$ cat src/rtl/sst_pkg.sv
// shared types, token codes and character helpers for the shader source tokenizer
`timescale 1ns / 1ps
`default_nettype none

package sst_pkg;

	// token classes
	localparam logic [4:0] K_NEWLINE    = 5'd0;
	localparam logic [4:0] K_MACRO      = 5'd1;
	localparam logic [4:0] K_COMMA      = 5'd2;
	localparam logic [4:0] K_SEMICOLON  = 5'd3;
	localparam logic [4:0] K_LPAREN     = 5'd4;
	localparam logic [4:0] K_RPAREN     = 5'd5;
	localparam logic [4:0] K_LBRACKET   = 5'd6;
	localparam logic [4:0] K_RBRACKET   = 5'd7;
	localparam logic [4:0] K_LBRACE     = 5'd8;
	localparam logic [4:0] K_RBRACE     = 5'd9;
	localparam logic [4:0] K_ADD        = 5'd10;
	localparam logic [4:0] K_SUB        = 5'd11;
	localparam logic [4:0] K_MUL        = 5'd12;
	localparam logic [4:0] K_DIV        = 5'd13;
	localparam logic [4:0] K_REM        = 5'd14;
	localparam logic [4:0] K_XOR        = 5'd15;
	localparam logic [4:0] K_CMP_LTEQ   = 5'd16;
	localparam logic [4:0] K_CMP_LT     = 5'd17;
	localparam logic [4:0] K_CMP_GTEQ   = 5'd18;
	localparam logic [4:0] K_CMP_GT     = 5'd19;
	localparam logic [4:0] K_CMP_OR     = 5'd20;
	localparam logic [4:0] K_OR         = 5'd21;
	localparam logic [4:0] K_CMP_AND    = 5'd22;
	localparam logic [4:0] K_AND        = 5'd23;
	localparam logic [4:0] K_CMP_EQ     = 5'd24;
	localparam logic [4:0] K_ASSIGN     = 5'd25;
	localparam logic [4:0] K_TERNARY    = 5'd26;
	localparam logic [4:0] K_COLON      = 5'd27;
	localparam logic [4:0] K_DOT        = 5'd28;
	localparam logic [4:0] K_CMP_NEQ    = 5'd29;
	localparam logic [4:0] K_LITERAL    = 5'd30;
	localparam logic [4:0] K_IDENTIFIER = 5'd31;

	// characters with a special role
	localparam logic [7:0] CH_NL    = 8'h0A;
	localparam logic [7:0] CH_HASH  = 8'h23;
	localparam logic [7:0] CH_UNDER = 8'h5F;
	localparam logic [7:0] CH_DOT   = 8'h2E;
	localparam logic [7:0] CH_SLASH = 8'h2F;
	localparam logic [7:0] CH_STAR  = 8'h2A;
	localparam logic [7:0] CH_BANG  = 8'h21;
	localparam logic [7:0] CH_LT    = 8'h3C;
	localparam logic [7:0] CH_GT    = 8'h3E;
	localparam logic [7:0] CH_BAR   = 8'h7C;
	localparam logic [7:0] CH_AMP   = 8'h26;
	localparam logic [7:0] CH_EQ    = 8'h3D;

	typedef enum logic [3:0] {
		M_IDLE,
		M_IDENT,
		M_LITNUM,
		M_LITSUF,
		M_MACRO,
		M_P_LT,
		M_P_GT,
		M_P_OR,
		M_P_AND,
		M_P_EQ,
		M_P_SLASH,
		M_P_BANG,
		M_LINECMT,
		M_BLOCK,
		M_BLOCKSTAR
	} lex_mode_t;

	typedef struct packed {
		logic [4:0] kind;
		logic       has_byte;
		logic [7:0] data_byte;
		logic       token_done;
		logic       last;
	} tok_t;

	// up to three results for one source byte, in order, slot 0 first
	typedef struct packed {
		tok_t [2:0] slot;
		logic [1:0] count;
	} lex_res_t;

	function automatic tok_t mk_tok(logic [4:0] kind, logic has, logic [7:0] b, logic done);
		tok_t t;
		t.kind       = kind;
		t.has_byte   = has;
		t.data_byte  = has ? b : 8'd0;
		t.token_done = done;
		t.last       = 1'b0;
		return t;
	endfunction

	function automatic logic is_digit(logic [7:0] c);
		return (c >= 8'h30) && (c <= 8'h39);
	endfunction

	function automatic logic is_alpha(logic [7:0] c);
		return ((c >= 8'h61) && (c <= 8'h7A)) || ((c >= 8'h41) && (c <= 8'h5A));
	endfunction

	// {hit, kind} for characters that are a token on their own
	function automatic logic [5:0] single_kind(logic [7:0] c);
		logic [5:0] r;
		case (c)
			8'h2C:   r = {1'b1, K_COMMA};
			8'h3B:   r = {1'b1, K_SEMICOLON};
			8'h28:   r = {1'b1, K_LPAREN};
			8'h29:   r = {1'b1, K_RPAREN};
			8'h5B:   r = {1'b1, K_LBRACKET};
			8'h5D:   r = {1'b1, K_RBRACKET};
			8'h7B:   r = {1'b1, K_LBRACE};
			8'h7D:   r = {1'b1, K_RBRACE};
			8'h2B:   r = {1'b1, K_ADD};
			8'h2D:   r = {1'b1, K_SUB};
			8'h2A:   r = {1'b1, K_MUL};
			8'h25:   r = {1'b1, K_REM};
			8'h5E:   r = {1'b1, K_XOR};
			8'h3F:   r = {1'b1, K_TERNARY};
			8'h3A:   r = {1'b1, K_COLON};
			8'h2E:   r = {1'b1, K_DOT};
			default: r = {1'b0, K_NEWLINE};
		endcase
		return r;
	endfunction

endpackage

`default_nettype wire

$ cat src/rtl/sst_lexer.sv
// lexer mode register and the per-byte token logic
`timescale 1ns / 1ps
`default_nettype none

module sst_lexer import sst_pkg::*; (
	input  wire logic       clk,
	input  wire logic       arst_n,
	input  wire logic       accept,
	input  wire logic [7:0] in_byte,
	input  wire logic       end_of_text,
	output lex_res_t        res
);

	lex_mode_t mode_q;
	lex_mode_t mode_after;
	lex_mode_t mode_next;
	lex_mode_t fr_mode;

	logic       pre_v, fr_v, fl_v, do_fresh;
	tok_t       pre_t, fr_t, fl_t;
	logic [5:0] sk;
	logic       id_char;

	// lexing of a byte from idle
	always_comb begin
		sk      = single_kind(in_byte);
		fr_v    = 1'b0;
		fr_t    = mk_tok(K_NEWLINE, 1'b0, 8'd0, 1'b1);
		fr_mode = M_IDLE;
		if (in_byte == CH_NL) begin
			fr_v = 1'b1;
		end else if (in_byte == CH_SLASH) begin
			fr_mode = M_P_SLASH;
		end else if (in_byte == CH_HASH) begin
			fr_mode = M_MACRO;
		end else if (in_byte == CH_LT) begin
			fr_mode = M_P_LT;
		end else if (in_byte == CH_GT) begin
			fr_mode = M_P_GT;
		end else if (in_byte == CH_BAR) begin
			fr_mode = M_P_OR;
		end else if (in_byte == CH_AMP) begin
			fr_mode = M_P_AND;
		end else if (in_byte == CH_EQ) begin
			fr_mode = M_P_EQ;
		end else if (in_byte == CH_BANG) begin
			fr_mode = M_P_BANG;
		end else if (sk[5]) begin
			fr_v = 1'b1;
			fr_t = mk_tok(sk[4:0], 1'b0, 8'd0, 1'b1);
		end else if (is_digit(in_byte)) begin
			fr_v    = 1'b1;
			fr_t    = mk_tok(K_LITERAL, 1'b1, in_byte, 1'b0);
			fr_mode = M_LITNUM;
		end else if (is_alpha(in_byte) || in_byte == CH_UNDER) begin
			fr_v    = 1'b1;
			fr_t    = mk_tok(K_IDENTIFIER, 1'b1, in_byte, 1'b0);
			fr_mode = M_IDENT;
		end
	end

	// lexing in the current mode; may hand the byte over to the idle lexer
	always_comb begin
		id_char    = is_alpha(in_byte) || is_digit(in_byte) || in_byte == CH_UNDER
			|| in_byte == CH_DOT;
		pre_v      = 1'b0;
		pre_t      = mk_tok(K_NEWLINE, 1'b0, 8'd0, 1'b1);
		do_fresh   = 1'b0;
		mode_after = mode_q;
		case (mode_q)
			M_IDENT: begin
				pre_v = 1'b1;
				if (id_char) begin
					pre_t = mk_tok(K_IDENTIFIER, 1'b1, in_byte, 1'b0);
				end else begin
					pre_t    = mk_tok(K_IDENTIFIER, 1'b0, 8'd0, 1'b1);
					do_fresh = 1'b1;
				end
			end
			M_LITNUM: begin
				pre_v = 1'b1;
				if (is_digit(in_byte) || in_byte == CH_DOT) begin
					pre_t = mk_tok(K_LITERAL, 1'b1, in_byte, 1'b0);
				end else if (is_alpha(in_byte)) begin
					pre_t      = mk_tok(K_LITERAL, 1'b1, in_byte, 1'b0);
					mode_after = M_LITSUF;
				end else begin
					pre_t    = mk_tok(K_LITERAL, 1'b0, 8'd0, 1'b1);
					do_fresh = 1'b1;
				end
			end
			M_LITSUF: begin
				pre_v = 1'b1;
				if (is_alpha(in_byte)) begin
					pre_t = mk_tok(K_LITERAL, 1'b1, in_byte, 1'b0);
				end else begin
					pre_t    = mk_tok(K_LITERAL, 1'b0, 8'd0, 1'b1);
					do_fresh = 1'b1;
				end
			end
			M_MACRO: begin
				pre_v = 1'b1;
				if (in_byte == CH_NL) begin
					pre_t    = mk_tok(K_MACRO, 1'b0, 8'd0, 1'b1);
					do_fresh = 1'b1;
				end else begin
					pre_t = mk_tok(K_MACRO, 1'b1, in_byte, 1'b0);
				end
			end
			M_P_LT, M_P_GT, M_P_EQ: begin
				pre_v = 1'b1;
				if (in_byte == CH_EQ) begin
					pre_t = mk_tok(mode_q == M_P_LT ? K_CMP_LTEQ :
						mode_q == M_P_GT ? K_CMP_GTEQ : K_CMP_EQ, 1'b0, 8'd0, 1'b1);
					mode_after = M_IDLE;
				end else begin
					pre_t = mk_tok(mode_q == M_P_LT ? K_CMP_LT :
						mode_q == M_P_GT ? K_CMP_GT : K_ASSIGN, 1'b0, 8'd0, 1'b1);
					do_fresh = 1'b1;
				end
			end
			M_P_OR: begin
				pre_v = 1'b1;
				if (in_byte == CH_BAR) begin
					pre_t      = mk_tok(K_CMP_OR, 1'b0, 8'd0, 1'b1);
					mode_after = M_IDLE;
				end else begin
					pre_t    = mk_tok(K_OR, 1'b0, 8'd0, 1'b1);
					do_fresh = 1'b1;
				end
			end
			M_P_AND: begin
				pre_v = 1'b1;
				if (in_byte == CH_AMP) begin
					pre_t      = mk_tok(K_CMP_AND, 1'b0, 8'd0, 1'b1);
					mode_after = M_IDLE;
				end else begin
					pre_t    = mk_tok(K_AND, 1'b0, 8'd0, 1'b1);
					do_fresh = 1'b1;
				end
			end
			M_P_SLASH: begin
				if (in_byte == CH_SLASH) begin
					mode_after = M_LINECMT;
				end else if (in_byte == CH_STAR) begin
					mode_after = M_BLOCK;
				end else begin
					pre_v    = 1'b1;
					pre_t    = mk_tok(K_DIV, 1'b0, 8'd0, 1'b1);
					do_fresh = 1'b1;
				end
			end
			M_P_BANG: begin
				if (in_byte == CH_EQ) begin
					pre_v      = 1'b1;
					pre_t      = mk_tok(K_CMP_NEQ, 1'b0, 8'd0, 1'b1);
					mode_after = M_IDLE;
				end else begin
					do_fresh = 1'b1;
				end
			end
			M_LINECMT: begin
				do_fresh = (in_byte == CH_NL);
			end
			M_BLOCK: begin
				if (in_byte == CH_STAR) begin
					mode_after = M_BLOCKSTAR;
				end else if (in_byte == CH_NL) begin
					pre_v = 1'b1;
				end
			end
			M_BLOCKSTAR: begin
				if (in_byte == CH_SLASH) begin
					mode_after = M_IDLE;
				end else if (in_byte != CH_STAR) begin
					mode_after = M_BLOCK;
					pre_v      = (in_byte == CH_NL);
				end
			end
			default: begin
				do_fresh = 1'b1;
			end
		endcase
		if (do_fresh) begin
			mode_after = fr_mode;
		end
	end

	// closing an open token or pending operator at end of text
	always_comb begin
		fl_v      = 1'b0;
		fl_t      = mk_tok(K_NEWLINE, 1'b0, 8'd0, 1'b1);
		mode_next = mode_after;
		if (end_of_text) begin
			mode_next = M_IDLE;
			fl_v      = 1'b1;
			case (mode_after)
				M_IDENT:             fl_t.kind = K_IDENTIFIER;
				M_LITNUM, M_LITSUF:  fl_t.kind = K_LITERAL;
				M_MACRO:             fl_t.kind = K_MACRO;
				M_P_LT:              fl_t.kind = K_CMP_LT;
				M_P_GT:              fl_t.kind = K_CMP_GT;
				M_P_OR:              fl_t.kind = K_OR;
				M_P_AND:             fl_t.kind = K_AND;
				M_P_EQ:              fl_t.kind = K_ASSIGN;
				M_P_SLASH:           fl_t.kind = K_DIV;
				default:             fl_v      = 1'b0;
			endcase
		end
	end

	// pack the present results into slots and mark the final one
	always_comb begin
		res.slot[0] = pre_v ? pre_t : ((do_fresh && fr_v) ? fr_t : fl_t);
		res.slot[1] = (pre_v && do_fresh && fr_v) ? fr_t : fl_t;
		res.slot[2] = fl_t;
		res.count   = {1'b0, pre_v} + {1'b0, do_fresh && fr_v} + {1'b0, fl_v};
		case (res.count)
			2'd1:    res.slot[0].last = 1'b1;
			2'd2:    res.slot[1].last = 1'b1;
			2'd3:    res.slot[2].last = 1'b1;
			default: res.slot[0].last = 1'b0;
		endcase
	end

	always_ff @(posedge clk or negedge arst_n) begin
		if (!arst_n) begin
			mode_q <= M_IDLE;
		end else if (accept) begin
			mode_q <= mode_next;
		end
	end

endmodule

`default_nettype wire

$ cat src/rtl/sst_outbuf.sv
// three-entry result register that hands tokens out one per transfer
`timescale 1ns / 1ps
`default_nettype none

module sst_outbuf import sst_pkg::*; (
	input  wire logic       clk,
	input  wire logic       arst_n,
	input  wire logic       load,
	input  wire lex_res_t   res,
	output logic            free,
	output logic            m_tvalid,
	input  wire logic       m_tready,
	output logic [7:0]      m_tdata,
	output logic [6:0]      m_tuser,
	output logic            m_tlast
);

	tok_t [2:0] buf_q;
	logic [1:0] cnt_q;
	logic       pop;

	assign m_tvalid = (cnt_q != 2'd0);
	assign pop      = m_tvalid && m_tready;
	assign free     = (cnt_q == 2'd0) || (pop && cnt_q == 2'd1);

	assign m_tdata = buf_q[0].data_byte;
	assign m_tuser = {buf_q[0].token_done, buf_q[0].has_byte, buf_q[0].kind};
	assign m_tlast = buf_q[0].last;

	always_ff @(posedge clk) begin
		if (load) begin
			buf_q <= res.slot;
		end else if (pop) begin
			buf_q[0] <= buf_q[1];
			buf_q[1] <= buf_q[2];
		end
	end

	always_ff @(posedge clk or negedge arst_n) begin
		if (!arst_n) begin
			cnt_q <= 2'd0;
		end else if (load) begin
			cnt_q <= res.count;
		end else if (pop) begin
			cnt_q <= cnt_q - 2'd1;
		end
	end

endmodule

`default_nettype wire

$ cat src/rtl/shader_source_tokenizer_top.sv
// top level of the shader source tokenizer
`timescale 1ns / 1ps
`default_nettype none

// shader source tokenizer: takes C-style shader text one byte per transfer
// and returns tokens. each source byte yields zero to three tokens; a byte is
// lexed in the cycle it is taken, against the one-byte lookahead mode, and its
// tokens land together in a three-entry result register that drains one token
// per output transfer. a byte is taken in every cycle while its tokens fit: a
// new byte is accepted whenever the result register is empty or its final
// token leaves in that same cycle, so while the receiver takes every token the
// sustained rate is one byte per cycle for bytes with at most one token; after
// a byte with more tokens, the next byte waits until they drain. identifiers,
// literals and # macros arrive as one data token per character (has_byte set)
// followed by a closing token; operators, punctuation and newlines are single
// closing tokens. comments are dropped but newlines in them still come out. the
// byte marked with s_tlast closes any open token, after which the lexer is back
// to idle. tlast on the output marks the final token caused by one source byte
module shader_source_tokenizer_top import sst_pkg::*; (
	input  wire logic       clk,
	input  wire logic       arst_n,

	// source byte stream
	input  wire logic       s_tvalid,
	output logic            s_tready,
	input  wire logic [7:0] s_tdata,   // [7:0] in_byte
	input  wire logic       s_tlast,   // end_of_text

	// token stream
	output logic            m_tvalid,
	input  wire logic       m_tready,
	output logic [7:0]      m_tdata,   // [7:0] data_byte
	output logic [6:0]      m_tuser,   // [4:0] token_kind, [5] has_byte, [6] token_done
	output logic            m_tlast    // last token of this source byte
);

	lex_res_t res;
	logic     free;
	logic     accept;

	// a byte is taken only when its tokens can go straight into the result register
	assign s_tready = free;
	assign accept   = s_tvalid && free;

	sst_lexer u_lexer (
		.clk         (clk),
		.arst_n      (arst_n),
		.accept      (accept),
		.in_byte     (s_tdata),
		.end_of_text (s_tlast),
		.res         (res)
	);

	// bytes that yield no token only move the lexer mode
	sst_outbuf u_outbuf (
		.clk      (clk),
		.arst_n   (arst_n),
		.load     (accept),
		.res      (res),
		.free     (free),
		.m_tvalid (m_tvalid),
		.m_tready (m_tready),
		.m_tdata  (m_tdata),
		.m_tuser  (m_tuser),
		.m_tlast  (m_tlast)
	);

	// a token either carries a character or closes a token, never both
	assert property (@(posedge clk) disable iff (!arst_n)
		m_tvalid |-> (m_tuser[5] != m_tuser[6]))
		else $error("token carries both a character and a close");

	// closing tokens carry no character
	assert property (@(posedge clk) disable iff (!arst_n)
		(m_tvalid && !m_tuser[5]) |-> (m_tdata == 8'd0))
		else $error("closing token has nonzero data byte");

	// only identifiers, literals and macros stream characters
	assert property (@(posedge clk) disable iff (!arst_n)
		(m_tvalid && m_tuser[5]) |-> (m_tuser[4:0] == K_IDENTIFIER
			|| m_tuser[4:0] == K_LITERAL || m_tuser[4:0] == K_MACRO))
		else $error("character token of a wrong class");

endmodule

`default_nettype wire

$ cat config.mk
export PLATFORM = sky130hd
export DESIGN_NAME = shader_source_tokenizer_top
export DESIGN_NICKNAME = d
export VERILOG_FILES = /design/src/rtl/sst_pkg.sv /design/src/rtl/sst_lexer.sv /design/src/rtl/sst_outbuf.sv /design/src/rtl/shader_source_tokenizer_top.sv
export SDC_FILE = /design/constraint.sdc
export NUM_CORES = 1
export LEC_CHECK = 0
export BUFFER_PORTS_ARGS = -buffer_cell sky130_fd_sc_hd__buf_2
export CAP_MARGIN = 20
export CORE_UTILIZATION = 50
export CTS_CLUSTER_SIZE = 40
export DETAILED_ROUTE_END_ITERATION = 7
export PLACE_DENSITY = 0.68
export REMOVE_ABC_BUFFERS = 1
export SYNTH_ARGS = -nofsm -noshare
export SYNTH_HDL_FRONTEND = slang
export SYNTH_SLANG_ARGS = --single-unit
$ cat constraint.sdc
create_clock -name clk -period 4.6 [get_ports clk]
set_clock_uncertainty 0.05 [all_clocks]
set_input_delay 0 -clock clk [delete_from_list [all_inputs] [get_ports clk]]
set_output_delay 0 -clock clk [all_outputs]
set_load 0.02 [all_outputs]
==> results of run 1 <==
==> area by class of cell <==
| class | count | area share, % |
|---|---|---|
| well taps | 96 | 3.19 |
| inverters | 11 | 1.09 |
| clock buffers | 6 | 1.92 |
| multi-input cells | 309 | 52.3 |
| clock inverters | 2 | 0.929 |
| flip-flops and latches | 44 | 34.2 |
| repair buffers | 41 | 6.37 |
==> sequential cells by signal, summed over array words and instances, names as in the netlist <==
name / count
u_outbuf.m_tuser: 7
u_outbuf.m_tdata: 8
u_outbuf.buf_q: 22
u_outbuf.m_tlast: 1
u_outbuf.cnt_q: 2
u_lexer.mode_q: 4
==> repair_timing <==
| item | 4_1_cts | 5_1_grt |
|---|---|---|
| resized for setup | 0 | 0 |
| endpoints found under the hold margin | 6 | 0 |
| hold buffers | 3 | 0 |
==> cell usage in the layout, fill, tap and decap left out, types with 4 or more instances in the layout <==
| master | Yosys | layout |
|---|---|---|
| a2111oi_0 | 4 | 4 |
| inv_1 | 9 | 9 |
| nand3_1 | 12 | 12 |
| a22o_1 | 11 | 11 |
| a21oi_1 | 20 | 20 |
| nand3b_1 | 5 | 5 |
| or3_1 | 7 | 7 |
| nand4_1 | 5 | 5 |
| nand4b_1 | 4 | 4 |
| o21ai_1 | 4 | 4 |
| and3_1 | 12 | 12 |
| nor2b_1 | 9 | 9 |
| clkbuf_8 | 0 | 5 |
| edfxtp_1 | 38 | 38 |
| o211ai_1 | 7 | 7 |
| dfrtp_1 | 6 | 6 |
| buf_4 | 15 | 8 |
| nor2_1 | 34 | 34 |
| o21ai_0 | 18 | 18 |
| a31oi_1 | 7 | 7 |
| nand2_1 | 44 | 44 |
| nor4_1 | 4 | 4 |
| buf_2 | 4 | 30 |
| nand2b_1 | 9 | 9 |
| o22ai_1 | 4 | 4 |
| nor3_1 | 9 | 9 |
| and2_1 | 4 | 4 |
| or2_2 | 5 | 5 |
==> kinds of logic after synthesis <==
| kind of cell | synth area share, % |
|---|---|
| muxes | 1.48 |
| buffers and inverters | 7.98 |
| adders and majority gates | 1.27 |
| and+or+nand+nor | 26.6 |
| other | 0.106 |
| AOI/OAI and AO/OA | 25.4 |
| DFF | 36.4 |
| xor gates and xnor gates | 0.741 |
==> worst max-delay path by stage <==
| stage | end | slack (ns) | cells past startpoint |
|---|---|---|---|
| global placement | u_outbuf.buf_q[16] | 0.91 | 12 |
| global route | u_outbuf.buf_q[16] | 0.57 | 10 |
| floorplan | u_outbuf.buf_q[16] | 1.27 | 11 |
| finish | u_outbuf.buf_q[16] | 0.82 | 11 |
| detailed placement | u_outbuf.buf_q[16] | 0.84 | 12 |
| CTS | u_outbuf.buf_q[16] | 0.88 | 11 |
==> through the flow <==
step / power [mW] / hold WS, ns / cell area, sq um
finish: 2.55 / 0.0764 / 3770
detailed placement: 2.23 / -0.217 / 3630
global placement: 2.23 / -0.217 / 3630
floorplan: 1.82 / -0.346 / 3300
global route: 2.72 / 0.112 / 3770
CTS: 2.53 / 0.0669 / 3770
==> power by group through the flow <==
stage                     clock network (mW)  registers (mW)  logic (mW)
after floorplan                            0           0.871       0.949
after global placement                     0           0.775        1.45
after detailed placement                   0           0.780        1.45
after CTS                              0.299           0.773        1.46
after global routing                   0.311           0.797        1.62
final                                  0.296           0.774        1.48
==> critical path: stages (launching register included) <==
cell and delay (ns):
dfrtp_1 0.57, or2_2 0.39, o311ai_0 0.08, a2111oi_0 0.19
o41ai_1 0.66, nand3_1 0.26, mux2i_4 0.24, inv_1 0.06
o311ai_1 0.34, fa_1 0.52, nand3b_1 0.11, nand2_1 0.07
==> synth_stat cells, drive strengths merged, types with 5 or more instances <==
library cell,count
nor2,34
a21oi,20
o21ai,22
nor3,9
a31oi,7
nor2b,9
nand2b,9
nand3,12
inv,10
or2,6
dfrtp,6
and3,12
clkbuf,23
a22o,11
or3,7
nand2,45
o211ai,8
nand4,5
edfxtp,38
buf,23
nand3b,5
==> metal layers <==
layer | part of all wire [%] | up-vias | GRT usage (%)
met1 | 47 | 1516 | 40.4
li1 | - | 1551 | -
met5 | 0 | - | 0
met4 | 1.6 | 0 | 6.97
met3 | 6.8 | 15 | 2.86
met2 | 44 | 140 | 37.3
==> impl_metrics.csv, run 1 <==
group,metric,value,unit
placement,dpl.hpwl,6540,microns
critical_path,r2r_end,"u_outbuf.buf_q[16]",
finish,regArea,1290,sq um
logic_synthesis,synth_top_area_share,32.2,%
critical_path,cp_max_fo,16,
finish,nNetsFinal,428,
clocking,postCtsSetupBuffers,0,
logic_synthesis,synth_seq_cells,44,
logic_synthesis,yosysWarningCount,0,
logic_synthesis,synth_flop_cell,"edfxtp_1",
critical_path,required,4.61,ns
global_routing,grt-ovfl-total,0,
power,power_density,677,nW/um^2
global_routing,grt_pass1_wl,15000,microns
timing,rsz0062_at_grt,"false",
finish,drive_gt1_share,14.5,%
logic_synthesis,seq_area_frac_synth,36.4,%
power,ir_drop,0.304,mV
critical_path,path_class,"flip-flop to flip-flop",
detailed_routing,wire_per_inst,18.0,microns
placement,dp_slack,0.839,ns
floorplanning,die_area,7430,sq um
clocking,clk-insertion-delay-late,0.30,ns
detailed_routing,postRouteAntennaNets,0,
timing,timing_worst_slew_pin_value,1.01,ns
logic_synthesis,synth_area,3540,sq um
finish,syn_to_final_growth,6.39,%
finish,fin_util,55.2,%
floorplanning,start_util,51.9,%
clocking,cts_root_buf,"clkbuf_8",
clocking,htree_levels,2,
floorplanning,ioPinCount,31,
critical_path,end_kind,"flip-flop",
global_routing,antenna_found_initial,0,
power,pwr-share-seq,30.3,%
clocking,cts_buffers,5,
timing,finalHoldViolations,0,
timing,period_share,82.2,%
detailed_routing,drt-total-wl,9140,microns
logic_synthesis,synth_cells,410,
global_routing,track_usage,25.7,%
critical_path,r2r-start,"u_lexer.mode_q[2]",
critical_path,startpoint,"u_lexer.mode_q[2]",
timing,maxSlewHeadroom,31.3,%
timing,layout_min_cycle_time,3.78,ns
clocking,clk_path_buf_depth,2,
logic_synthesis,synth-edff-count,38,
timing,setup_viol,0,
timing,tns,0,ns
critical_path,crit_arrival,3.79,ns
power,switching_share,46.5,%
detailed_routing,via_per_inst,6.33,
finish,n_antenna_cell,0,
critical_path,ff2ff_path_depth,11,
placement,place_congestion,0.993,
min_path,whs_path_depth,2,
logic_synthesis,synthArstFlopShare,13.6,%
logic_synthesis,yosysTopAreaCell,"edfxtp_1",
placement,portBuffers,30,
detailed_routing,drc_errors,0,
finish,multi_input_area,1970,sq um
power,p_sw,1.19,mW
power,power_leakage,1.37,nW
finish,num-fill-cells,658,
global_routing,grt_pass1_vias,2882,
placement,place_inst,498,
floorplanning,core-area,6830,sq um
timing,slew_violations,0,
floorplanning,die_x,86.2,microns
finish,final_cells,509,
clocking,clock-sinks,44,
floorplanning,row_count,30,
power,pwr-share-comb,58.1,%
floorplanning,fp.dieH,86.2,microns
detailed_routing,firstDrtPassIters,5,
timing,fin_ws,0.817,ns
clocking,clk_pin_slew,0.08,ns
timing,fmax,264,MHz
power,clock_power_share,11.6,%
logic_synthesis,syn_area_per_cell,8.65,sq um
critical_path,r2r_slack,0.82,ns
clocking,cts_tree,"built",
detailed_routing,vias,3222,
power,power.internal,1.37,mW
flow_run,cap_violations,0,
logic_synthesis,ys_top_cells_by_area,"edfxtp_1, nand2_1, dfrtp_1",
detailed_routing,drt_iter0_drc,328,
logic_synthesis,synth.distinct_cells,78,
min_path,min_to,"u_outbuf.m_tdata[7]",
global_routing,grt_max_degree,33,
critical_path,cp-start-kind,"flip-flop",
run_status,outcome,"complete, no violations",
min_path,hp-class,"input port to flip-flop",
min_path,hold_path.startpoint,"s_tdata[7]",
No activity file was read; power rests on OpenSTA's default activity.
==> inputs of run 2 (changes only) <==
--- a/config.mk
+++ b/config.mk
@@ -10,7 +10,7 @@
 export CORE_UTILIZATION = 50
 export CTS_CLUSTER_SIZE = 40
 export DETAILED_ROUTE_END_ITERATION = 7
-export PLACE_DENSITY = 0.68
+export PLACE_DENSITY = 0.7
 export REMOVE_ABC_BUFFERS = 1
 export SYNTH_ARGS = -nofsm -noshare
 export SYNTH_HDL_FRONTEND = slang
==> constraint.sdc (replaced) <==
create_clock -name clk -period 3.3 [get_ports clk]
set_clock_uncertainty 0.05 [all_clocks]
set_input_delay 0 -clock clk [delete_from_list [all_inputs] [get_ports clk]]
set_output_delay 0 -clock clk [all_outputs]
set_load 0.02 [all_outputs]
==> run 2 against run 1 <==
  * The flow now finishes with violations (hold timing)
  * Cell count grew 13%
  * Cell area rose by 16%
  * Combinational power is 86% higher
  * Maximum frequency grew 17%
  * Critical path type unchanged
  * Critical endpoint unchanged
==> impl_metrics.csv, run 2 (synthesized netlist as in run 1, its figures left out) <==
group,metric,value,unit
run_status,outcome,"finished, violations left",
run_status,violations,"hold timing",
finish,nNetsFinal,492,
timing,maxSlewHeadroom,48.6,%
finish,final_cell_mix,"buf_4, nand2_1, edfxtp_1",
clocking,clk_pin_slew,0.10,ns
clocking,clk-insertion-delay-late,0.31,ns
timing,timing_worst_slew_pin_value,0.751,ns
finish,syn_to_final_growth,23.9,%
critical_path,path_class,"flip-flop to flip-flop",
timing,slew_violations,0,
detailed_routing,drt-total-wl,10700,microns
detailed_routing,vias,3561,
detailed_routing,wire_per_inst,18.6,microns
finish,n_antenna_cell,0,
global_routing,grt_pass1_vias,3310,
finish,num-fill-cells,610,
floorplanning,fp.dieH,86.2,microns
timing,tns,0,ns
clocking,cts_buffers,5,
timing,period_share,97.9,%
critical_path,cpLargestDelayFamily,"simple AND/OR/NAND/NOR gates",
global_routing,grt_max_degree,33,
critical_path,crit_top_cell,"nand3b_1",
clocking,clk_path_buf_depth,2,
power,ir_drop,0.516,mV
critical_path,path_cells,"buf_6 -> nand3b_1 -> nor4_4 -> a2111oi_4 -> o41ai_2 -> nand3_1 -> mux2i_4 -> inv_2 -> o311ai_4 -> fa_1 -> nand3b_1 -> nand2_1",
flow_run,cap_violations,0,
floorplanning,start_util,51.9,%
critical_path,end_kind,"flip-flop",
placement,portBuffers,30,
detailed_routing,postRouteAntennaNets,0,
detailed_routing,drt_iter0_drc,422,
power,power_density,978,nW/um^2
clocking,htree_levels,2,
placement,dpl.hpwl,7720,microns
placement,place_inst,556,
timing,fmax,309,MHz
global_routing,antenna_found_initial,0,
detailed_routing,via_per_inst,6.21,
critical_path,required,3.31,ns
finish,regArea,1290,sq um
detailed_routing,firstDrtPassIters,6,
critical_path,cp_slowest_cell,"fa_1",
timing,finalHoldViolations,1,
floorplanning,die_area,7430,sq um
timing,layout_min_cycle_time,3.23,ns
floorplanning,row_count,30,
critical_path,cp-start-kind,"flip-flop",
critical_path,cp_max_fo,7,
critical_path,crit_arrival,3.24,ns
finish,final_common_cell,"buf_4",
critical_path,crit_buf_inv,2,
min_path,hp-class,"input port to flip-flop",
global_routing,grt-ovfl-total,0,
finish,largest_register_ffs,22,
floorplanning,die_x,86.2,microns
clocking,cts_root_buf,"clkbuf_8",
finish,fin_util,64.3,%
global_routing,track_usage,29.1,%
detailed_routing,drc_errors,0,
finish,drive_gt1_share,28.7,%
clocking,cts_tree,"built",
finish,multi_input_area,2070,sq um
finish,top_register,"u_outbuf.buf_q",
floorplanning,ioPinCount,31,
global_routing,grt_pass1_wl,16800,microns
timing,setup_viol,0,
timing,rsz0062_at_grt,"true",
floorplanning,core-area,6830,sq um
placement,place_congestion,0.972,
power,power_leakage,1.71,nW
timing,fin_hold_ws,-0.00239,ns
finish,final_cells,573,
clocking,clock-sinks,44,
critical_path,crit_path_max_incr_delay,0.48,ns
-- run 2: changes by cell type in the layout (fill, tap and decap cells not counted), moves of 2 or more --
cell / change
nor4_1: -2
o311ai_1: -2
o311ai_2: +2
buf_4: +62
-- run 2: routing by layer --
layer / vias up / routed length (microns) / global-route usage, %
li1: 1689 / - / -
met1: 1677 / 5000 / 42.9
met2: 165 / 4790 / 44.0
met3: 30 / 628 / 3.52
met4: 0 / 259 / 10.6
met5: - / 0 / 0
-- run 2: final cells by class --
class,count,area share [%]
multi-input cells,309,47.2
flip-flops and latches,44,29.4
inverters,11,0.940
repair buffers,105,16.7
clock inverters,2,1.37
well taps,96,2.74
clock buffers,6,1.65
-- run 2: worst paths after layout --
check,start,endpoint,slack [ns],cells past startpoint
min reg2reg,u_outbuf.buf_q[26],u_outbuf.m_tuser[5],0.48,1
max,u_lexer.mode_q[2],u_outbuf.buf_q[16],0.07,12
min in group asynchronous,arst_n,u_outbuf.cnt_q[0],0.52,3
max reg2reg,u_lexer.mode_q[2],u_outbuf.buf_q[16],0.07,12
min,s_tdata[7],u_outbuf.m_tdata[7],-0.002,2
max in group asynchronous,arst_n,u_lexer.mode_q[1],1.81,4
-- run 2: metrics by stage --
stage | worst slack [ns] | area [sq um] | total power [mW]
5_1_grt | -0.0843 | 4390 | 4.57
6_report | 0.0684 | 4390 | 4.29
3_5_place_dp | -0.148 | 4070 | 3.49
4_1_cts | 0.00856 | 4240 | 4.02
2_1_floorplan | -0.0318 | 3300 | 2.54
3_3_place_gp | -0.0997 | 4070 | 3.45
-- run 2: power breakdown --
part	leakage, nW	switching (mW)	internal, mW
Combinational	1.20	1.59	1.17
Sequential	0.448	0.0859	0.938
Clock	0.0654	0.207	0.303
Total	1.71	1.89	2.41
-- run 2: timing repair --
item / in CTS / in global routing
resized for setup: 2 / 21
cloned: 0 / 0
buffers inserted: 0 / 6
setup endpoints to repair: 3 / 4
hold buffers: 3 / 0
pin swaps: 1 / 7
hold endpoints to repair: 6 / 0
